`src/sv/hps_pkg.sv`:
```
// Package for the haptic pattern sequencer: opcodes, phase codes, register map,
// result types and the per-pattern step function.
// Depends on nothing; the sequencer and the testbench files import it.
package hps_pkg;

  // Pattern drive constants.
  localparam logic [7:0] DRIVE_LEVEL      = 8'd255;
  localparam logic [1:0] PULSES_PER_BURST = 2'd3;

  // Opcodes of an input transaction.
  localparam logic [1:0] OP_CONFIRM = 2'd0;
  localparam logic [1:0] OP_WAIT    = 2'd1;
  localparam logic [1:0] OP_DIR     = 2'd2;
  localparam logic [1:0] OP_RESET   = 2'd3;

  // Motor codes.
  localparam logic [1:0] MOTOR_LEFT  = 2'd0;
  localparam logic [1:0] MOTOR_RIGHT = 2'd1;
  localparam logic [1:0] MOTOR_BOTH  = 2'd2;

  // Commands.
  localparam logic CMD_START = 1'b0;
  localparam logic CMD_STOP  = 1'b1;

  // Pattern phases; the directional pattern never enters the rest phase.
  localparam logic [1:0] PH_START = 2'd0;
  localparam logic [1:0] PH_ON    = 2'd1;
  localparam logic [1:0] PH_GAP   = 2'd2;
  localparam logic [1:0] PH_REST  = 2'd3;

  // Register map.
  localparam int NUM_REGS  = 8;
  localparam int REG_IDX_W = $clog2(NUM_REGS);
  localparam int PADDR_W   = REG_IDX_W + 2;
  localparam logic [REG_IDX_W-1:0] REG_CONFIRM_ON   = 3'd0;
  localparam logic [REG_IDX_W-1:0] REG_CONFIRM_GAP  = 3'd1;
  localparam logic [REG_IDX_W-1:0] REG_CONFIRM_REST = 3'd2;
  localparam logic [REG_IDX_W-1:0] REG_WAIT_ON      = 3'd3;
  localparam logic [REG_IDX_W-1:0] REG_WAIT_GAP     = 3'd4;
  localparam logic [REG_IDX_W-1:0] REG_WAIT_REST    = 3'd5;
  localparam logic [REG_IDX_W-1:0] REG_DIR_ON       = 3'd6;
  localparam logic [REG_IDX_W-1:0] REG_DIR_GAP      = 3'd7;

  localparam logic [15:0] REG_RESET [NUM_REGS] = '{
    16'd600, 16'd400, 16'd1500, 16'd150, 16'd500, 16'd3000, 16'd200, 16'd700
  };

  // One result transaction.
  typedef struct packed {
    logic       command;
    logic [1:0] motor_id;
    logic [7:0] drive_level;
    logic       last;
  } result_t;

  // State of one burst pattern.
  typedef struct packed {
    logic [1:0]  phase;
    logic [31:0] mark;
    logic [1:0]  count;
  } burst_t;

  // Outcome of one burst step.
  typedef struct packed {
    burst_t  nxt;
    logic    emit;
    result_t res;
  } burst_step_t;

  // Modular elapsed-time test against a 16-bit duration.
  function automatic logic elapsed(input logic [31:0] now, input logic [31:0] mark,
                                   input logic [15:0] dur);
    logic [31:0] diff;
    diff = now - mark;
    return diff >= {16'd0, dur};
  endfunction

  // Build a start or stop command for a motor.
  function automatic result_t make_cmd(input logic stop, input logic [1:0] motor);
    result_t r;
    r.command     = stop;
    r.motor_id    = motor;
    r.drive_level = stop ? 8'd0 : DRIVE_LEVEL;
    r.last        = 1'b0;
    return r;
  endfunction

  // One poll of a burst pattern.
  function automatic burst_step_t burst_step(input burst_t b, input logic [15:0] on_ms,
                                             input logic [15:0] gap_ms,
                                             input logic [15:0] rest_ms,
                                             input logic [1:0] motor,
                                             input logic [31:0] now);
    burst_step_t s;
    logic [1:0]  cnt;
    s.nxt  = b;
    s.emit = 1'b0;
    s.res  = make_cmd(CMD_STOP, motor);
    cnt    = b.count + 2'd1;
    case (b.phase)
      PH_START: begin
        s.emit      = 1'b1;
        s.res       = make_cmd(CMD_START, motor);
        s.nxt.mark  = now;
        s.nxt.phase = PH_ON;
      end
      PH_ON: begin
        if (elapsed(now, b.mark, on_ms)) begin
          s.emit      = 1'b1;
          s.nxt.mark  = now;
          s.nxt.count = cnt;
          s.nxt.phase = (cnt < PULSES_PER_BURST) ? PH_GAP : PH_REST;
        end
      end
      PH_GAP: begin
        if (elapsed(now, b.mark, gap_ms)) s.nxt.phase = PH_START;
      end
      default: begin
        if (elapsed(now, b.mark, rest_ms)) begin
          s.nxt.phase = PH_START;
          s.nxt.count = 2'd0;
        end
      end
    endcase
    return s;
  endfunction

endpackage

```
`src/sv/hps_if.sv`:
```
// Valid/ready channel interfaces for the haptic pattern sequencer:
// one for poll transactions, one for motor command transactions.
// Depends on nothing.
interface hps_in_if;
  logic        valid;
  logic        ready;
  logic [1:0]  opcode;
  logic [1:0]  motor_select;
  logic [31:0] now_ms;

  modport source (output valid, opcode, motor_select, now_ms, input ready);
  modport sink (input valid, opcode, motor_select, now_ms, output ready);
endinterface

interface hps_out_if;
  logic       valid;
  logic       ready;
  logic       command;
  logic [1:0] motor_id;
  logic [7:0] drive_level;
  logic       last;

  modport source (output valid, command, motor_id, drive_level, last, input ready);
  modport sink (input valid, command, motor_id, drive_level, last, output ready);
endinterface

```
`src/sv/haptic_pattern_sequencer.sv`:
```
// Top level of the haptic pattern sequencer: register file, pattern state and
// a four-entry command queue. Depends on hps_pkg and on hps_in_if/hps_out_if.
//
//   channel    direction  transaction
//   in_ch_i    sink       one poll: opcode, motor_select, now_ms
//   out_ch_o   source     one motor command: command, motor_id, drive_level, last
//   APB        slave      write/read of the eight 16-bit duration registers
//
// A poll is accepted in any cycle in which the command queue has room for two
// commands; its pattern state is updated at that edge and its zero, one or two
// commands enter the queue. With the queue empty, the first of them is visible
// on out_ch_o in the next cycle.
// Sustained rate is one poll per cycle while the queue has room; a directional
// motor switch queues two commands, which a ready sink drains at one per cycle.
// Reset clears all pattern state, the queue and restores register defaults.
// A stalled sink fills the queue and then holds in_ch_i.ready low.
module haptic_pattern_sequencer
  import hps_pkg::*;
(
  input  logic               clk_i,
  input  logic               rst_ni,
  hps_in_if.sink             in_ch_i,
  hps_out_if.source          out_ch_o,
  input  logic               psel,
  input  logic               penable,
  input  logic               pwrite,
  input  logic [PADDR_W-1:0] paddr,
  input  logic [31:0]        pwdata,
  output logic [31:0]        prdata,
  output logic               pready
);

  // Configuration registers.
  logic [15:0] regs_q [NUM_REGS];
  logic [REG_IDX_W-1:0] reg_idx;

  assign reg_idx = paddr[PADDR_W-1:2];
  assign pready  = 1'b1;
  assign prdata  = {16'd0, regs_q[reg_idx]};

  always_ff @(posedge clk_i or negedge rst_ni) begin
    if (!rst_ni) begin
      for (int i = 0; i < NUM_REGS; i++) regs_q[i] <= REG_RESET[i];
    end else if (psel && penable && pwrite && pready) begin
      regs_q[reg_idx] <= pwdata[15:0];
    end
  end

  // Pattern state.
  burst_t      conf_q, conf_d;
  burst_t      wait_q, wait_d;
  logic [1:0]  dir_phase_q, dir_phase_d;
  logic [31:0] dir_mark_q, dir_mark_d;
  logic [1:0]  dir_prev_q, dir_prev_d;
  logic        dir_active_q, dir_active_d;

  // Command queue.
  result_t     fifo_q [4];
  logic [1:0]  rd_ptr_q, wr_ptr_q;
  logic [2:0]  cnt_q;

  logic        in_acc, out_acc;
  logic [1:0]  motor;
  result_t     res0, res1;
  logic [1:0]  push_n;
  burst_step_t conf_s, wait_s;
  logic        dir_switch, dir_emit;
  logic [1:0]  dir_ph_eff;
  result_t     dir_res;

  assign in_ch_i.ready = (cnt_q <= 3'd2);
  assign in_acc        = in_ch_i.valid && in_ch_i.ready;
  assign out_ch_o.valid = (cnt_q != 3'd0);
  assign out_acc       = out_ch_o.valid && out_ch_o.ready;

  // Motor code three addresses both motors.
  assign motor = (in_ch_i.motor_select == 2'd3) ? MOTOR_BOTH : in_ch_i.motor_select;

  assign conf_s = burst_step(conf_q, regs_q[REG_CONFIRM_ON], regs_q[REG_CONFIRM_GAP],
                             regs_q[REG_CONFIRM_REST], motor, in_ch_i.now_ms);
  assign wait_s = burst_step(wait_q, regs_q[REG_WAIT_ON], regs_q[REG_WAIT_GAP],
                             regs_q[REG_WAIT_REST], motor, in_ch_i.now_ms);

  // Directional pattern: a motor change stops the old motor and restarts.
  assign dir_switch = dir_active_q && (motor != dir_prev_q);
  assign dir_ph_eff = dir_switch ? PH_START : dir_phase_q;

  always_comb begin
    dir_phase_d  = dir_phase_q;
    dir_mark_d   = dir_mark_q;
    dir_active_d = dir_active_q;
    dir_emit     = 1'b0;
    dir_res      = make_cmd(CMD_STOP, motor);
    case (dir_ph_eff)
      PH_START: begin
        dir_emit     = 1'b1;
        dir_res      = make_cmd(CMD_START, motor);
        dir_mark_d   = in_ch_i.now_ms;
        dir_phase_d  = PH_ON;
        dir_active_d = 1'b1;
      end
      PH_ON: begin
        if (elapsed(in_ch_i.now_ms, dir_mark_q, regs_q[REG_DIR_ON])) begin
          dir_emit    = 1'b1;
          dir_mark_d  = in_ch_i.now_ms;
          dir_phase_d = PH_GAP;
        end
      end
      PH_GAP: begin
        if (elapsed(in_ch_i.now_ms, dir_mark_q, regs_q[REG_DIR_GAP])) dir_phase_d = PH_START;
      end
      default: begin
        dir_phase_d = PH_START;
      end
    endcase
  end

  // Select the state update and the commands of the accepted poll.
  always_comb begin
    conf_d     = conf_q;
    wait_d     = wait_q;
    dir_prev_d = dir_prev_q;
    res0       = make_cmd(CMD_STOP, MOTOR_BOTH);
    res1       = dir_res;
    push_n     = 2'd0;
    case (in_ch_i.opcode)
      OP_CONFIRM: begin
        conf_d = conf_s.nxt;
        res0   = conf_s.res;
        push_n = {1'b0, conf_s.emit};
      end
      OP_WAIT: begin
        wait_d = wait_s.nxt;
        res0   = wait_s.res;
        push_n = {1'b0, wait_s.emit};
      end
      OP_DIR: begin
        dir_prev_d = motor;
        res0       = dir_switch ? make_cmd(CMD_STOP, dir_prev_q) : dir_res;
        push_n     = {1'b0, dir_switch} + {1'b0, dir_emit};
      end
      default: begin
        conf_d = '0;
        wait_d = '0;
        push_n = 2'd1;
      end
    endcase
    if (push_n == 2'd2) res1.last = 1'b1;
    else res0.last = 1'b1;
  end

  // Pattern state registers.
  always_ff @(posedge clk_i or negedge rst_ni) begin
    if (!rst_ni) begin
      conf_q       <= '0;
      wait_q       <= '0;
      dir_phase_q  <= PH_START;
      dir_mark_q   <= '0;
      dir_prev_q   <= MOTOR_RIGHT;
      dir_active_q <= 1'b0;
    end else if (in_acc) begin
      conf_q     <= conf_d;
      wait_q     <= wait_d;
      dir_prev_q <= dir_prev_d;
      if (in_ch_i.opcode == OP_DIR) begin
        dir_phase_q  <= dir_phase_d;
        dir_mark_q   <= dir_mark_d;
        dir_active_q <= dir_active_d;
      end else if (in_ch_i.opcode == OP_RESET) begin
        dir_phase_q  <= PH_START;
        dir_mark_q   <= '0;
        dir_active_q <= 1'b0;
      end
    end
  end

  // Command queue storage; each entry loads the first or second new command.
  logic [1:0] push_act;
  assign push_act = in_acc ? push_n : 2'd0;

  always_ff @(posedge clk_i) begin
    for (int i = 0; i < 4; i++) begin
      if (push_act != 2'd0 && wr_ptr_q == 2'(i)) begin
        fifo_q[i] <= res0;
      end else if (push_act == 2'd2 && (wr_ptr_q + 2'd1) == 2'(i)) begin
        fifo_q[i] <= res1;
      end
    end
  end

  // Command queue pointers and fill count.
  always_ff @(posedge clk_i or negedge rst_ni) begin
    if (!rst_ni) begin
      rd_ptr_q <= '0;
      wr_ptr_q <= '0;
      cnt_q    <= '0;
    end else begin
      wr_ptr_q <= wr_ptr_q + push_act;
      rd_ptr_q <= rd_ptr_q + {1'b0, out_acc};
      cnt_q    <= cnt_q + {1'b0, push_act} - {2'b0, out_acc};
    end
  end

  assign out_ch_o.command     = fifo_q[rd_ptr_q].command;
  assign out_ch_o.motor_id    = fifo_q[rd_ptr_q].motor_id;
  assign out_ch_o.drive_level = fifo_q[rd_ptr_q].drive_level;
  assign out_ch_o.last        = fifo_q[rd_ptr_q].last;

  // The queue never holds more than its four entries.
  assert property (@(posedge clk_i) disable iff (!rst_ni) cnt_q <= 3'd4)
    else $error("command queue overflow");

  // A reset-all poll returns every pattern to its start phase.
  assert property (@(posedge clk_i) disable iff (!rst_ni)
    in_acc && in_ch_i.opcode == OP_RESET |=>
      conf_q.phase == PH_START && wait_q.phase == PH_START && !dir_active_q)
    else $error("reset-all left a pattern running");

  // A reset-all poll into an empty queue shows its stop command next cycle.
  assert property (@(posedge clk_i) disable iff (!rst_ni)
    in_acc && in_ch_i.opcode == OP_RESET && cnt_q == 3'd0 |=>
      out_ch_o.valid && out_ch_o.command == CMD_STOP && out_ch_o.last)
    else $error("reset-all stop command missing");

  // The directional pattern is marked active whenever it has left its start phase.
  assert property (@(posedge clk_i) disable iff (!rst_ni)
    dir_phase_q != PH_START |-> dir_active_q)
    else $error("directional pattern running while inactive");

endmodule

```
`src/flat_wrapper.sv`:
```
// flat-port wrapper written by rule: the top's interface ports become plain ports
module haptic_pattern_sequencer_flat import hps_pkg::*;
  (clk_i, rst_ni, psel, penable, pwrite, paddr, pwdata, prdata, pready, in_ch_i_valid, in_ch_i_opcode, in_ch_i_motor_select, in_ch_i_now_ms, in_ch_i_ready, out_ch_o_valid, out_ch_o_command, out_ch_o_motor_id, out_ch_o_drive_level, out_ch_o_last, out_ch_o_ready);
  hps_in_if in_ch_i_i ();
  hps_out_if out_ch_o_i ();
  input  logic clk_i;
  input  logic rst_ni;
  input  logic psel;
  input  logic penable;
  input  logic pwrite;
  input  logic [PADDR_W-1:0] paddr;
  input  logic [31:0] pwdata;
  output logic [31:0] prdata;
  output logic pready;
  input wire logic [$bits(in_ch_i_i.valid)-1:0] in_ch_i_valid;
  input wire logic [$bits(in_ch_i_i.opcode)-1:0] in_ch_i_opcode;
  input wire logic [$bits(in_ch_i_i.motor_select)-1:0] in_ch_i_motor_select;
  input wire logic [$bits(in_ch_i_i.now_ms)-1:0] in_ch_i_now_ms;
  output wire logic [$bits(in_ch_i_i.ready)-1:0] in_ch_i_ready;
  output wire logic [$bits(out_ch_o_i.valid)-1:0] out_ch_o_valid;
  output wire logic [$bits(out_ch_o_i.command)-1:0] out_ch_o_command;
  output wire logic [$bits(out_ch_o_i.motor_id)-1:0] out_ch_o_motor_id;
  output wire logic [$bits(out_ch_o_i.drive_level)-1:0] out_ch_o_drive_level;
  output wire logic [$bits(out_ch_o_i.last)-1:0] out_ch_o_last;
  input wire logic [$bits(out_ch_o_i.ready)-1:0] out_ch_o_ready;
  assign in_ch_i_i.valid = in_ch_i_valid;
  assign in_ch_i_i.opcode = in_ch_i_opcode;
  assign in_ch_i_i.motor_select = in_ch_i_motor_select;
  assign in_ch_i_i.now_ms = in_ch_i_now_ms;
  assign in_ch_i_ready = in_ch_i_i.ready;
  assign out_ch_o_valid = out_ch_o_i.valid;
  assign out_ch_o_command = out_ch_o_i.command;
  assign out_ch_o_motor_id = out_ch_o_i.motor_id;
  assign out_ch_o_drive_level = out_ch_o_i.drive_level;
  assign out_ch_o_last = out_ch_o_i.last;
  assign out_ch_o_i.ready = out_ch_o_ready;
  haptic_pattern_sequencer u_core (.clk_i(clk_i), .rst_ni(rst_ni), .in_ch_i(in_ch_i_i), .out_ch_o(out_ch_o_i), .psel(psel), .penable(penable), .pwrite(pwrite), .paddr(paddr), .pwdata(pwdata), .prdata(prdata), .pready(pready));
endmodule
```
`config.mk`:
```
export PLATFORM = sky130hd
export DESIGN_NAME = haptic_pattern_sequencer_flat
export DESIGN_NICKNAME = d
export VERILOG_FILES = /design/src/sv/hps_pkg.sv /design/src/sv/hps_if.sv /design/src/sv/haptic_pattern_sequencer.sv /design/src/flat_wrapper.sv
export SDC_FILE = /design/constraint.sdc
export NUM_CORES = 1
export LEC_CHECK = 0
export BUFFER_PORTS_ARGS = -buffer_cell sky130_fd_sc_hd__buf_2
export CAP_MARGIN = 5
export CORE_AREA = 2 2 269 271
export CTS_CLUSTER_SIZE = 28
export DETAILED_ROUTE_END_ITERATION = 12
export DIE_AREA = 0 0 271 273
export PLACE_DENSITY = 0.48
export SYNTH_ARGS = -nofsm -noshare
export SYNTH_HDL_FRONTEND = slang
export SYNTH_SLANG_ARGS = --single-unit
```
`constraint.sdc`:
```
create_clock -name clk_i -period 12 [get_ports clk_i]
set_input_delay 0.6 -clock clk_i [delete_from_list [all_inputs] [get_ports clk_i]]
set_output_delay 0.6 -clock clk_i [all_outputs]
set_load 0.01 [all_outputs]
```
* Word-level counts from Yosys, hierarchy flattened *
Memories as Yosys holds them, arrays and structs flattened.
Index checks and enable logic that the tools add are counted.
W data, S select, Z words.

operators by class
  equality and inequality tests = 35
  mux-type cells = 79
  bitwise gates (word level) = 7
  $add $sub $neg = 11
  reductions and logical operators = 39
  order comparisons = 13

operators with widths
  cell                  count
  $ge A32 B16 Y1        8
  $pmux W32 S2          3
  $pmux W36 S2          2
  $bwmux W128           1
  $mux W12              10
  $mux W32              3
  $sub A32 B32 Y32      3
  $mux W37              2
  $bmux W16 S3          1
  $demux W16 S3         1
  $mux W16              3
  $pmux W12 S3          1
  $mux W1               30
  $mux W2               13
  $eq A2 B2 Y1 const B  12
  $ne A3 B2 Y1 const B  8
  $pmux W2 S3           4
  $reduce_or A12 Y1     2
  $reduce_and A5 Y1     4
  $reduce_and A4 Y1     4
  $logic_and A1 B1 Y1   14
  $eq A2 B1 Y1 const B  6
  $logic_not A2 Y1      6
  $ne A5 B4 Y1 const B  2
  other kinds (23)      41

word-level totals
  register bits after elaboration = 244
  input bits = 80
  bits in writable memories = 48
  output and inout port bits = 47
  memories kept = 1

memory list
  name           depth  bits a word  read ports  clocked after memory_dff  write ports  line                            source
  u_core.fifo_q  4      12           1           0                         2            haptic_pattern_sequencer.sv:58  result_t fifo_q [4];

* Logic depth before layout (Yosys ltp) *
  depth after elaboration = 18
  mapped depth = 24
  gate-level depth less buffers = 24

* Least setup slack after synthesis *
No wires, ideal clock.

  path type = input -> register
  from = input port in_ch_i_now_ms[0]
  to = register u_core.cnt_q[2]
  slack = 6656 ps
  library setup time = 123 ps
  data arrival time = 5222 ps
  cell stages on the path = 23
  path through = inv_1 ha_1 fa_1 nor2b_1 o21a_1 o21a_1 nor2_1 o31ai_1 xor2_1 ha_1 a21o_1 a21oi_1 o31ai_1 a221oi_1 nand2_1 a21o_1 ha_1 a21oi_1 nand2_1 o31a_1 ha_1 fa_1 xnor2_1

between the ends
  longest elaborated chain between the ends = 9
  elaborated cells on any way between the ends = 17
  those cells by class = add/sub: 6; order compare: 3; mux: 8

ends and longest elaborated chain
  what                  line                             source
  from (decl)           flat_wrapper.sv:18               input wire logic [$bits(in_ch_i_i.now_ms)-1:0] in_ch_i_now_ms;
  $sub A32 B32 Y32      hps_pkg.sv:74                    diff = now - mark;
  $ge A32 B16 Y1        hps_pkg.sv:75                    return diff >= {16'd0, dur};
  $mux W1               haptic_pattern_sequencer.sv:103  if (elapsed(in_ch_i.now_ms, dir_mark_q, regs_q[REG_DIR_ON])) begin
  $pmux W1 S2           haptic_pattern_sequencer.sv:94   case (dir_ph_eff)
  $add A1 B1 Y2         haptic_pattern_sequencer.sv:140  push_n = {1'b0, dir_switch} + {1'b0, dir_emit};
  $pmux W2 S3 (*)       haptic_pattern_sequencer.sv:126  case (in_ch_i.opcode)
  $mux W2 (*)           haptic_pattern_sequencer.sv:179  assign push_act = in_acc ? push_n : 2'd0;
  $add A3 B2 Y3 (*)     haptic_pattern_sequencer.sv:200  cnt_q <= cnt_q + {1'b0, push_act} - {2'b0, out_acc};
  $sub A3 B1 Y3 (*)     haptic_pattern_sequencer.sv:200
  to (signal assigned)  haptic_pattern_sequencer.sv:200
  to (decl)             haptic_pattern_sequencer.sv:60   logic [2:0] cnt_q;

Mark *: on every way between the ends. The rest lies on a longest branch, timed or not. The select of a mux whose other input is x is not followed.
A chain may end at the register's enable or synchronous reset.

==> impl_results.md <==
- Run status: finished clean
- CP required: 12.18 ns
- Post-CTS sizing: 0
- Top FF cell, synth: dfrtp_1
- Clock slew at reported path FFs: 0.06 ns
- Syn Area/Cell: 8.46 um^2
- Vias in the first global route: 18212
- Final hold viol count: 0
- IO Pins: 127
- Slew @ Worst Pin: 1.17 ns
- CP arrival: 6.58 ns
- Post-CTS setup buffer count: 0
- Critical path type: flop to flop
- Die Y: 273 um
- Fin crit share: 53.4%
- Ratio of total power to cell area: 248 mW/mm^2
- Final GP Congestion: 0.876
- Minimum clock period: 6.41 ns
- Vias/cell: 5.31
- Clk_skew: 0.0251 ns
- ANT nets after route: 0
- CP max FO: 8
- Slew Limit Fails: 0
- Clk sinks: 264
- Drt pass-1 iters: 5
- Total negative slack: 0 ns
- Synth Instances: 2507
- Root buffer cell: clkbuf_16
- Final worst setup slack: 5.59 ns
- Layout Nets: 2830
- R2R Path End: u_core.fifo_q[2][0]
- Sequential share of the synthesized area: 31.9%
- Peak VDD IR: 0.000129 V
- Row count: 98
- Startpoint Class: flop
- Yosys warns: 0
- DRC: 0
- Ys async rst share: 92.4%
- Slew headroom: 21.5%
- Total grt overflow: 0
- Fmax: 156 MHz
- Detailed placer's ending HPWL: 54.7 mm
- Reg area: 0.00676 mm^2
- Fin Hold WS: 0.0492 ns
- Non-Filler Instances: 3492
- Reg2reg setup slack: 5.59 ns
- Max cap viols: 0
- HP Class: input pin to async pin
- CP Capture Type: flop
- Yosys cell types: 92
- Fill cells: 7499
- RSZ-0062 raised after global routing: false
- Die area: 0.0740 mm^2
- Die X: 271 um
- CTS tree: yes
- Post-synth EDFFs: 20
- Crit-path max cell delay: 0.79 ns
- Critical path's slowest cell: a221oi_1
- Pin count of the biggest net entering global routing: 145
- Core Area: 0.0710 mm^2
- Pleak: 10.4 nW
- Worst slack at placement: 5.31 ns
- Worst-path cell chain: inv_1, ha_1, a21oi_1, o21ai_1, a211o_1, a221oi_1, xnor2_1, ha_1, a21o_1, a21o_1, a221oi_1, nand2_1, a21o_1, ha_1, a21oi_1, nand2_1, nor4b_4, o2bb2ai_1
- Area grow syn2layout: 11.5%
- DR iter-0 viols: 1495
- First-pass GRT wire length: 111 mm
- Drt total wl: 71.3 mm
- Final setup violation count: 0
- Worst r2r path cells: 18
- Vias: 18557
- Starting Density: 29.9%
- Placed Cells incl. Taps: 3422
- Num CTS Buffers: 36
- IO buf count: 91
- Area of the mapped netlist: 0.0212 mm^2
- Global-route usage over all layers: 19.1%
- Hold_buf cts: 0
- Register bit total from synthesis: 264
- Layout cell share with drive strength beyond 1: 11.0%
- H-tree depth: 2
- Skew-Pair Late Insertion Delay: 0.56 ns
- CTS Buffer Depth: 3
- Initial antenna violation count: 9
- Worst r2r src: u_core.dir_mark_q[6]
- Multi-input combinational cell area: 0.0129 mm^2
- DR WL/cell: 20.4 um
==> where the power goes <==
part           switching (W)  internal, W
combinational        0.00204      0.00130
clock               0.000448     0.000706
sequential          0.000177      0.00120
==> synth_stat cells (7+ instances only) <==
master	n	area share, %
nand2_1	341	6.0
inv_1	253	4.5
ha_1	236	14
o21ai_0	226	5.3
dfrtp_1	203	24
a21oi_1	136	3.2
clkbuf_1	90	1.6
a21o_1	88	3.1
nor2_1	82	1.5
a22oi_1	65	2.3
nand4_1	52	1.5
o31ai_1	43	1.5
dfstp_2	41	5.1
xnor2_1	39	1.6
nor3_1	38	0.90
a22o_1	35	1.4
buf_4	34	1.2
nand3_1	33	0.78
o21a_1	26	0.92
nand2b_1	24	0.71
xor2_1	24	0.99
a211oi_1	23	0.81
mux2_2	21	1.1
buf_2	20	0.47
edfxtp_1	20	2.8
nor2b_1	20	0.59
o211ai_1	18	0.64
and3_1	16	0.47
and2_1	13	0.38
mux2i_1	13	0.61
or3_1	12	0.35
a211o_1	10	0.41
a31oi_1	9	0.27
clkbuf_2	9	0.21
nor3b_1	9	0.32
o211a_1	9	0.42
o21bai_1	9	0.32
a2111oi_0	8	0.33
mux2_1	8	0.42
o31a_1	8	0.33
and4_1	7	0.29
nor4_1	7	0.21
o22ai_1	7	0.21
==> per-stage QoR <==
| stage | total power [W] | utilization (%) | instance area (um^2) |
|---|---|---|---|
| final | 0.00587 | 33.3 | 23700 |
| after global routing | 0.00639 | 33.3 | 23700 |
| after CTS | 0.00590 | 33.3 | 23700 |
| after detailed placement | 0.00470 | 31.5 | 22400 |
| after global placement | 0.00463 | 31.5 | 22400 |
| after floorplan | 0.00372 | - | 21300 |
==> per-layer routing <==
layer	global-route usage (%)	vias up	wire (um)
li1	-	8949	-
met1	26.1	9040	33400
met2	31.6	458	32800
met3	2.63	104	3230
met4	5.29	6	1850
met5	0	-	45
==> registers in the layout, indices dropped and copies added (netlist names) <==
name and flops:
u_core.dir_active_q 1, u_core.dir_mark_q 32, u_core.wr_ptr_q 2, u_core.fifo_q 20, u_core.dir_prev_q 2, u_core.cnt_q 3, u_core.dir_phase_q 2, u_core.wait_q 36
u_core.regs_q 128, u_core.conf_q 36, u_core.rd_ptr_q 2
==> critical path: cells and delay by family, from the launching register on <==
kind / cells / cell delay [ns]
buf+inv: 1 / 0.05
xor+xnor: 1 / 0.36
compound gates: 10 / 3.21
simple gates: 3 / 1.07
flops: 1 / 0.35
fa+ha+maj: 3 / 1.00
==> cells in the final DEF, fill, tap and decap left out, drive strengths merged, types with 29 or more instances in the layout <==
| master | count |
|---|---|
| clkbuf | 51 |
| nand2 | 341 |
| buf | 106 |
| mux2 | 29 |
| o31ai | 43 |
| o21ai | 231 |
| a21oi | 138 |
| nor2 | 83 |
| inv | 255 |
| nand3 | 33 |
| nor3 | 38 |
| ha | 236 |
| nand4 | 52 |
| a21o | 88 |
| a22o | 35 |
| dfrtp | 203 |
| xnor2 | 39 |
| a22oi | 65 |
| dfstp | 41 |
==> how the worst max path moves through the flow <==
stage	start	endpoint	slack (ns)	depth (start not counted)
global placement	in_ch_i_now_ms[8]	u_core.fifo_q[2][10]	5.37	18
global route	u_core.dir_mark_q[8]	u_core.fifo_q[2][0]	5.31	18
CTS	u_core.dir_mark_q[8]	u_core.fifo_q[2][10]	5.72	18
floorplan	in_ch_i_now_ms[0]	u_core.cnt_q[2]	6.66	23
finish	u_core.dir_mark_q[6]	u_core.fifo_q[2][0]	5.59	18
detailed placement	in_ch_i_now_ms[8]	u_core.fifo_q[2][10]	5.31	18
==> area by class of cell <==
cell class / instances / area share [%]
multi-input combinational: 1849 / 54.5
sequential: 264 / 28.6
tap: 950 / 5.02
clock buffer: 51 / 4.47
inverter: 253 / 4.01
timing repair buffer: 106 / 2.48
clock inverter: 15 / 0.925
antenna: 4 / 0.0423
==> cell families after synthesis <==
kind of cell | count (synthesis) | share of synthesized area [%]
fa+ha+maj | 240 | 14.3
simple gates | 693 | 16.0
mux | 47 | 2.68
buf+inv | 409 | 8.08
xor+xnor | 63 | 2.60
compound gates | 789 | 24.5
flops | 264 | 31.9
other cells | 2 | 0.0354
No activity file was read; power rests on OpenSTA's default activity.
